### config.mk
export PLATFORM = sky130hd
export DESIGN_NAME = tlik_cordic
export DESIGN_NICKNAME = d
export VERILOG_FILES = /design/src/hdl/tlik_pkg.sv /design/src/hdl/tlik_cordic.sv
export SDC_FILE = /design/constraint.sdc
export NUM_CORES = 2
export LEC_CHECK = 0
export BUFFER_PORTS_ARGS = -buffer_cell sky130_fd_sc_hd__buf_2
export CORE_MARGIN = 3
export CORE_UTILIZATION = 45
export CTS_CLUSTER_DIAMETER = 30
export DETAILED_ROUTE_END_ITERATION = 16
export GPL_ROUTABILITY_DRIVEN = 1
export PLACE_DENSITY_LB_ADDON = 0.25
export SYNTH_ARGS = -nofsm -noshare
export SYNTH_HDL_FRONTEND = slang
export SYNTH_SLANG_ARGS = --single-unit
### constraint.sdc
create_clock -name clk -period 7.7 [get_ports clk]
set_input_delay 0.77 -clock clk [delete_from_list [all_inputs] [get_ports clk]]
set_output_delay 0.77 -clock clk [all_outputs]
set_load 0.005 [all_outputs]
### src/hdl/tlik_pkg.sv
package tlik_pkg;

	localparam int POS_WIDTH    = 16;
	localparam int ANGLE_WIDTH  = 16;
	localparam int CORDIC_STEPS = 16;
	localparam int LEN_WIDTH    = 15;
	localparam int DIFF_WIDTH   = POS_WIDTH + 1;
	localparam int SUM_WIDTH    = POS_WIDTH + 6;
	localparam int CW           = 50;
	localparam int ZW           = 34;
	localparam int RW           = CW - 30;
	localparam int STEP_W       = $clog2(CORDIC_STEPS);
	localparam int MW           = 33;

	localparam logic [29:0] INV_GAIN = 30'd652032874;

	localparam logic [1:0] REG_LINK1 = 2'd0;
	localparam logic [1:0] REG_LINK2 = 2'd1;
	localparam logic [1:0] REG_BASE_X = 2'd2;
	localparam logic [1:0] REG_BASE_Y = 2'd3;

	typedef struct packed {
		logic start;
		logic rotate;
	} cordic_req_t;

	typedef struct packed {
		logic                 done;
		logic [31:0]          ang;
		logic signed [RW-1:0] cx;
		logic signed [RW-1:0] cy;
	} cordic_rsp_t;

	function automatic logic [31:0] atan_entry(input logic [4:0] idx);
		logic [31:0] v;
		unique case (idx)
			5'd0: v = 32'h20000000;
			5'd1: v = 32'h12E4051E;
			5'd2: v = 32'h09FB385B;
			5'd3: v = 32'h051111D4;
			5'd4: v = 32'h028B0D43;
			5'd5: v = 32'h0145D7E1;
			5'd6: v = 32'h00A2F61E;
			5'd7: v = 32'h00517C55;
			5'd8: v = 32'h0028BE53;
			5'd9: v = 32'h00145F2F;
			5'd10: v = 32'h000A2F98;
			5'd11: v = 32'h000517CC;
			5'd12: v = 32'h00028BE6;
			5'd13: v = 32'h000145F3;
			5'd14: v = 32'h0000A2FA;
			5'd15: v = 32'h0000517D;
			5'd16: v = 32'h000028BE;
			5'd17: v = 32'h0000145F;
			5'd18: v = 32'h00000A30;
			5'd19: v = 32'h00000518;
			5'd20: v = 32'h0000028C;
			5'd21: v = 32'h00000146;
			5'd22: v = 32'h000000A3;
			5'd23: v = 32'h00000051;
			default: v = 32'h0;
		endcase
		return v;
	endfunction

	function automatic logic [ANGLE_WIDTH-1:0] quant_angle(input logic [31:0] z);
		logic [31:0] r;
		r = z + (32'd1 << (31 - ANGLE_WIDTH));
		return r[31 -: ANGLE_WIDTH];
	endfunction

	function automatic logic [POS_WIDTH-1:0] sat_pos(input logic signed [SUM_WIDTH-1:0] v);
		logic signed [SUM_WIDTH-1:0] hi;
		logic signed [SUM_WIDTH-1:0] lo;
		logic [POS_WIDTH-1:0]        r;
		hi = SUM_WIDTH'((64'sd1 <<< (POS_WIDTH - 1)) - 64'sd1);
		lo = -hi - SUM_WIDTH'(1);
		if (v > hi) begin
			r = hi[POS_WIDTH-1:0];
		end else if (v < lo) begin
			r = lo[POS_WIDTH-1:0];
		end else begin
			r = v[POS_WIDTH-1:0];
		end
		return r;
	endfunction

endpackage

### src/hdl/tlik_cordic.sv
module tlik_cordic (
	input  logic                             clk,
	input  logic                             arst_n,
	input  tlik_pkg::cordic_req_t            req,
	input  logic signed [tlik_pkg::CW-1:0]   x_in,
	input  logic signed [tlik_pkg::CW-1:0]   y_in,
	input  logic [31:0]                      z_in,
	output tlik_pkg::cordic_rsp_t            rsp
);
	import tlik_pkg::*;

	typedef enum logic [3:0] {
		C_IDLE = 4'b0001,
		C_NORM = 4'b0010,
		C_ITER = 4'b0100,
		C_DONE = 4'b1000
	} cstate_t;

	cstate_t               state_q;
	logic signed [CW-1:0]  x_q, y_q;
	logic [CW-1:0]         m_q;
	logic signed [ZW-1:0]  z_q;
	logic [STEP_W-1:0]     step_q;
	logic                  rot_q, flip_q;

	logic [CW-1:0]         ax, ay;
	logic [31:0]           zsum, zrot;
	logic signed [CW-1:0]  dx, dy;
	logic signed [ZW-1:0]  atab;
	logic                  ccw;
	logic signed [CW-1:0]  xr_sum, yr_sum;
	logic signed [RW-1:0]  xr, yr;

	always_comb begin
		ax   = x_in[CW-1] ? CW'(-x_in) : CW'(x_in);
		ay   = y_in[CW-1] ? CW'(-y_in) : CW'(y_in);
		zsum = z_in + 32'h40000000;
		zrot = zsum[31] ? z_in - 32'h80000000 : z_in;
		dx   = y_q >>> step_q;
		dy   = x_q >>> step_q;
		atab = $signed({{(ZW-32){1'b0}}, atan_entry(5'(step_q))});
		ccw  = rot_q ? !z_q[ZW-1] : !(y_q > 0);
		xr_sum = x_q + (CW'(1) <<< 29);
		yr_sum = y_q + (CW'(1) <<< 29);
		xr   = xr_sum[CW-1:30];
		yr   = yr_sum[CW-1:30];
	end

	always_ff @(posedge clk or negedge arst_n) begin
		if (!arst_n) begin
			state_q <= C_IDLE;
		end else begin
			unique case (state_q)
				C_IDLE: begin
					if (req.start) begin
						rot_q  <= req.rotate;
						flip_q <= zsum[31];
						step_q <= '0;
						if (req.rotate) begin
							x_q     <= x_in;
							y_q     <= '0;
							z_q     <= ZW'($signed(zrot));
							state_q <= C_ITER;
						end else if (x_in == '0 && y_in == '0) begin
							z_q     <= '0;
							state_q <= C_DONE;
						end else begin
							x_q     <= x_in;
							y_q     <= y_in;
							m_q     <= (ax > ay) ? ax : ay;
							state_q <= C_NORM;
						end
					end
				end
				C_NORM: begin
					if (|m_q[CW-1:31]) begin
						x_q <= x_q >>> 1;
						y_q <= y_q >>> 1;
						m_q <= m_q >> 1;
					end else if (m_q[CW-1:30] == '0) begin
						x_q <= x_q <<< 1;
						y_q <= y_q <<< 1;
						m_q <= m_q << 1;
					end else begin
						if (x_q[CW-1]) begin
							x_q <= -x_q;
							y_q <= -y_q;
							z_q <= ZW'(34'sh080000000);
						end else begin
							z_q <= '0;
						end
						state_q <= C_ITER;
					end
				end
				C_ITER: begin
					if (ccw) begin
						x_q <= x_q - dx;
						y_q <= y_q + dy;
						z_q <= z_q - atab;
					end else begin
						x_q <= x_q + dx;
						y_q <= y_q - dy;
						z_q <= z_q + atab;
					end
					step_q <= step_q + STEP_W'(1);
					if (step_q == STEP_W'(CORDIC_STEPS - 1)) begin
						state_q <= C_DONE;
					end
				end
				C_DONE: begin
					state_q <= C_IDLE;
				end
				default: begin
					state_q <= C_IDLE;
				end
			endcase
		end
	end

	assign rsp.done = (state_q == C_DONE);
	assign rsp.ang  = z_q[31:0];
	assign rsp.cx   = flip_q ? -xr : xr;
	assign rsp.cy   = flip_q ? -yr : yr;

endmodule

==> metrics.yaml <==
status:
  outcome: "completed"
detailed_routing:
  drtIter0Drc: 4315
  viasPerCell: 6.482
  drc_errors: 0
  routedWlPerCell_um: 24.01
  routed_wl_um: 134500
  ant_nets: 0
  routed-via-count: 36310
  dr.pass1.iters: 7
worst_setup_path:
  worstPathCellList: "buf_4 -> mux4_2 -> mux2_2 -> mux2i_1 -> and4_1 -> nand4_1 -> nor4b_2 -> a41o_1 -> xor2_1 -> ha_1 -> a21o_1 -> a211oi_1 -> o21bai_1 -> or3b_2 -> a211o_1 -> o21ai_0 -> a21oi_1 -> a41oi_1 -> o21ai_0 -> nor4b_1 -> or3_1"
  crit_path_end_kind: "flop"
  arrival_ns: 7.66
  slowest_delay_ns: 0.89
  path_common_cell: "o21ai_0"
  path_delay_family: "compound AO/OA/AOI/OAI gates"
  crit_type: "reg2reg"
  crit_slowest_cell: "edfxtp_1"
  cp-start-kind: "flop"
  required_ns: 8.02
  worst-path-max-fanout: 15
  r2r_slack_ns: 0.36
  cp_num_buf_inv: 1
clocking:
  clk_pin_slew_ns: 0.04
  clock-sinks: 224
  cts_root_buf: "clkbuf_16"
  cts.path.max_buffers: 3
  clk_latency_ns: 0.62
  htreeDepth: 3
  cts_tree: "yes"
  cts_buffers: 74
place:
  dpl.hpwl_um: 102100
  dpl.cell_count: 5462
  place_congestion: 1.010
  dpl_cell_area_um2: 36400
  dp_slack_ns: 0.4672
  numPortBuffers: 208
global_routing:
  gr-total-overflow: 0
  antenna_found_initial: 7
  track_usage: 0.3187
  grt_pass1_wl_um: 203400
  grt_pass1_vias: 33640
  grt_max_degree: 124
synthesis:
  synth_fp_nets: 4852
  yosysMostFrequentCell: "nand2_1"
  syn_area_um2: 34740
  synth_area_leaders: "edfxtp_1, ha_1, xnor2_1"
  ys_types: 96
  ys_ff_latch: 224
  synth_top_area_frac: 0.1642
  synthArstFlopShare: 0.01786
  synth_cells: 4509
  syn_avg_cell_area_um2: 7.706
  synth_edf_count: 190
  synth-seq-area-share: 0.1844
  yosysTopAreaCell: "edfxtp_1"
  yosysWarnings: 0
  netlist_top_cells_count: "nand2_1, o21ai_0, a21oi_1"
  synth_ff_type: "edfxtp_1"
sta:
  period_share: 0.9527
  hold_violations: 0
  grt_setup_unrepaired: "no"
  fin_setup_tns_ns: 0
  worst_slack_ns: 0.3642
  worst_slew_pin_slew_ns: 1.243
  fmax_mhz: 136.3
  hold_ws_ns: 0.4316
  slew_viol_final: 0
  slew_headroom: 0.1624
  finalSetupViolations: 0
  fin_skew_ns: 0.03698
  period_minus_slack_ns: 7.336
final_layout:
  final_cell_area_um2: 38760
  synthToLayoutAreaGrowth_pct: 11.56
  layout.nets: 4852
  layout.cells.non_filler: 5601
  utilization: 0.5087
  drive_gt1_frac: 0.1355
pwr:
  pwr_density_cell_nw_per_um2: 453.6
  ir_drop_mv: 0.1768
  p_leak_nw: 15.15
  total_power_mw: 17.58
floorplanning:
  die_width_um: 283.9
  rows: 101
  start_util: 0.4560
  die_h_um: 283.9
  dieArea_um2: 80580
  core_um2: 76200
  ios: 209
min_path:
  hp-class: "in2reg"
job:
  maxCapViolations: 0
placed cells by master (no fill, tap or decap), types with 102 or more instances in the layout:
master / count
a21o_1: 105
a21oi_1: 339
buf_2: 208
buf_4: 102
edfxtp_1: 190
ha_1: 204
mux2i_1: 119
nand2_1: 467
nand3_1: 130
nor2_1: 314
nor3_1: 136
o21ai_0: 384
xnor2_1: 244
xor2_1: 206
where the power goes:
group / internal (mW) / switching, mW / total, mW
Combinational: 4.89 / 7.47 / 12.4
Clock: 1.89 / 0.926 / 2.82
Sequential: 1.87 / 0.549 / 2.41
Total: 8.64 / 8.94 / 17.6
final cells by class:
cell class                      instances  area [um^2]
Antenna cell                            4        10.01
Clock buffer                           90         1912
Clock inverter                         44        414.1
Fill cell                            7460        37440
Inverter                               96        360.3
Multi-Input combinational cell       3793        26370
Sequential cell                       224         6407
Tap cell                             1030         1289
Timing Repair Buffer                  320         1997
layer usage:
metal / share of wire / vias up / track usage
li1: - / 16900 / -
met1: 0.43 / 17270 / 0.4456
met2: 0.43 / 1872 / 0.4740
met3: 0.11 / 262 / 0.07823
met4: 0.036 / 2 / 0.1174
met5: 0.000097 / - / 0
state kept, by name (all words and copies together) (netlist names):
signal	count
rot_q	1
state_q	4
x_q	50
flip_q	1
atab	30
m_q	50
y_q	50
step_q	4
z_q	34
cell families after synthesis:
family | Yosys count | share of synthesized area
muxes | 265 | 0.1053
AOI/OAI and AO/OA | 1371 | 0.2528
buffers and inverters | 492 | 0.05927
xor gates and xnor gates | 450 | 0.1134
adders and majority gates | 207 | 0.07519
DFF | 224 | 0.1844
and+or+nand+nor | 1500 | 0.2096
worst reg2reg max path, stage by stage (launching register included):
cell and delay (ns):
edfxtp_1 0.89, buf_4 0.35, mux4_2 0.57, mux2_2 0.32, mux2i_1 0.34, and4_1 0.25
nand4_1 0.21, nor4b_2 0.66, a41o_1 0.29, xor2_1 0.08, ha_1 0.24, a21o_1 0.22
a211oi_1 0.34, o21bai_1 0.13, or3b_2 0.44, a211o_1 0.27, o21ai_0 0.14, a21oi_1 0.17
a41oi_1 0.38, o21ai_0 0.22, nor4b_1 0.19, or3_1 0.37
path summary, 6_finish.rpt:
check,startpoint,endpoint,cells past startpoint
worst max-delay path,step_q[0],y_q[48],21
worst min-delay path,z_in[22],z_q[22],3
worst max register to register,step_q[0],y_q[48],21
worst min register to register,m_q[45],m_q[44],1
max in group asynchronous,arst_n,state_q[0],2
min in group asynchronous,arst_n,state_q[1],2
repair_timing:
action                                  in CTS  in global routing
endpoints found under the setup margin       0                  6
endpoints found under the hold margin        3                  0
buffers inserted                             0                  0
hold buffers                                 1                  0
resized for setup                            0                  2
No activity file was read; power rests on OpenSTA's default activity.
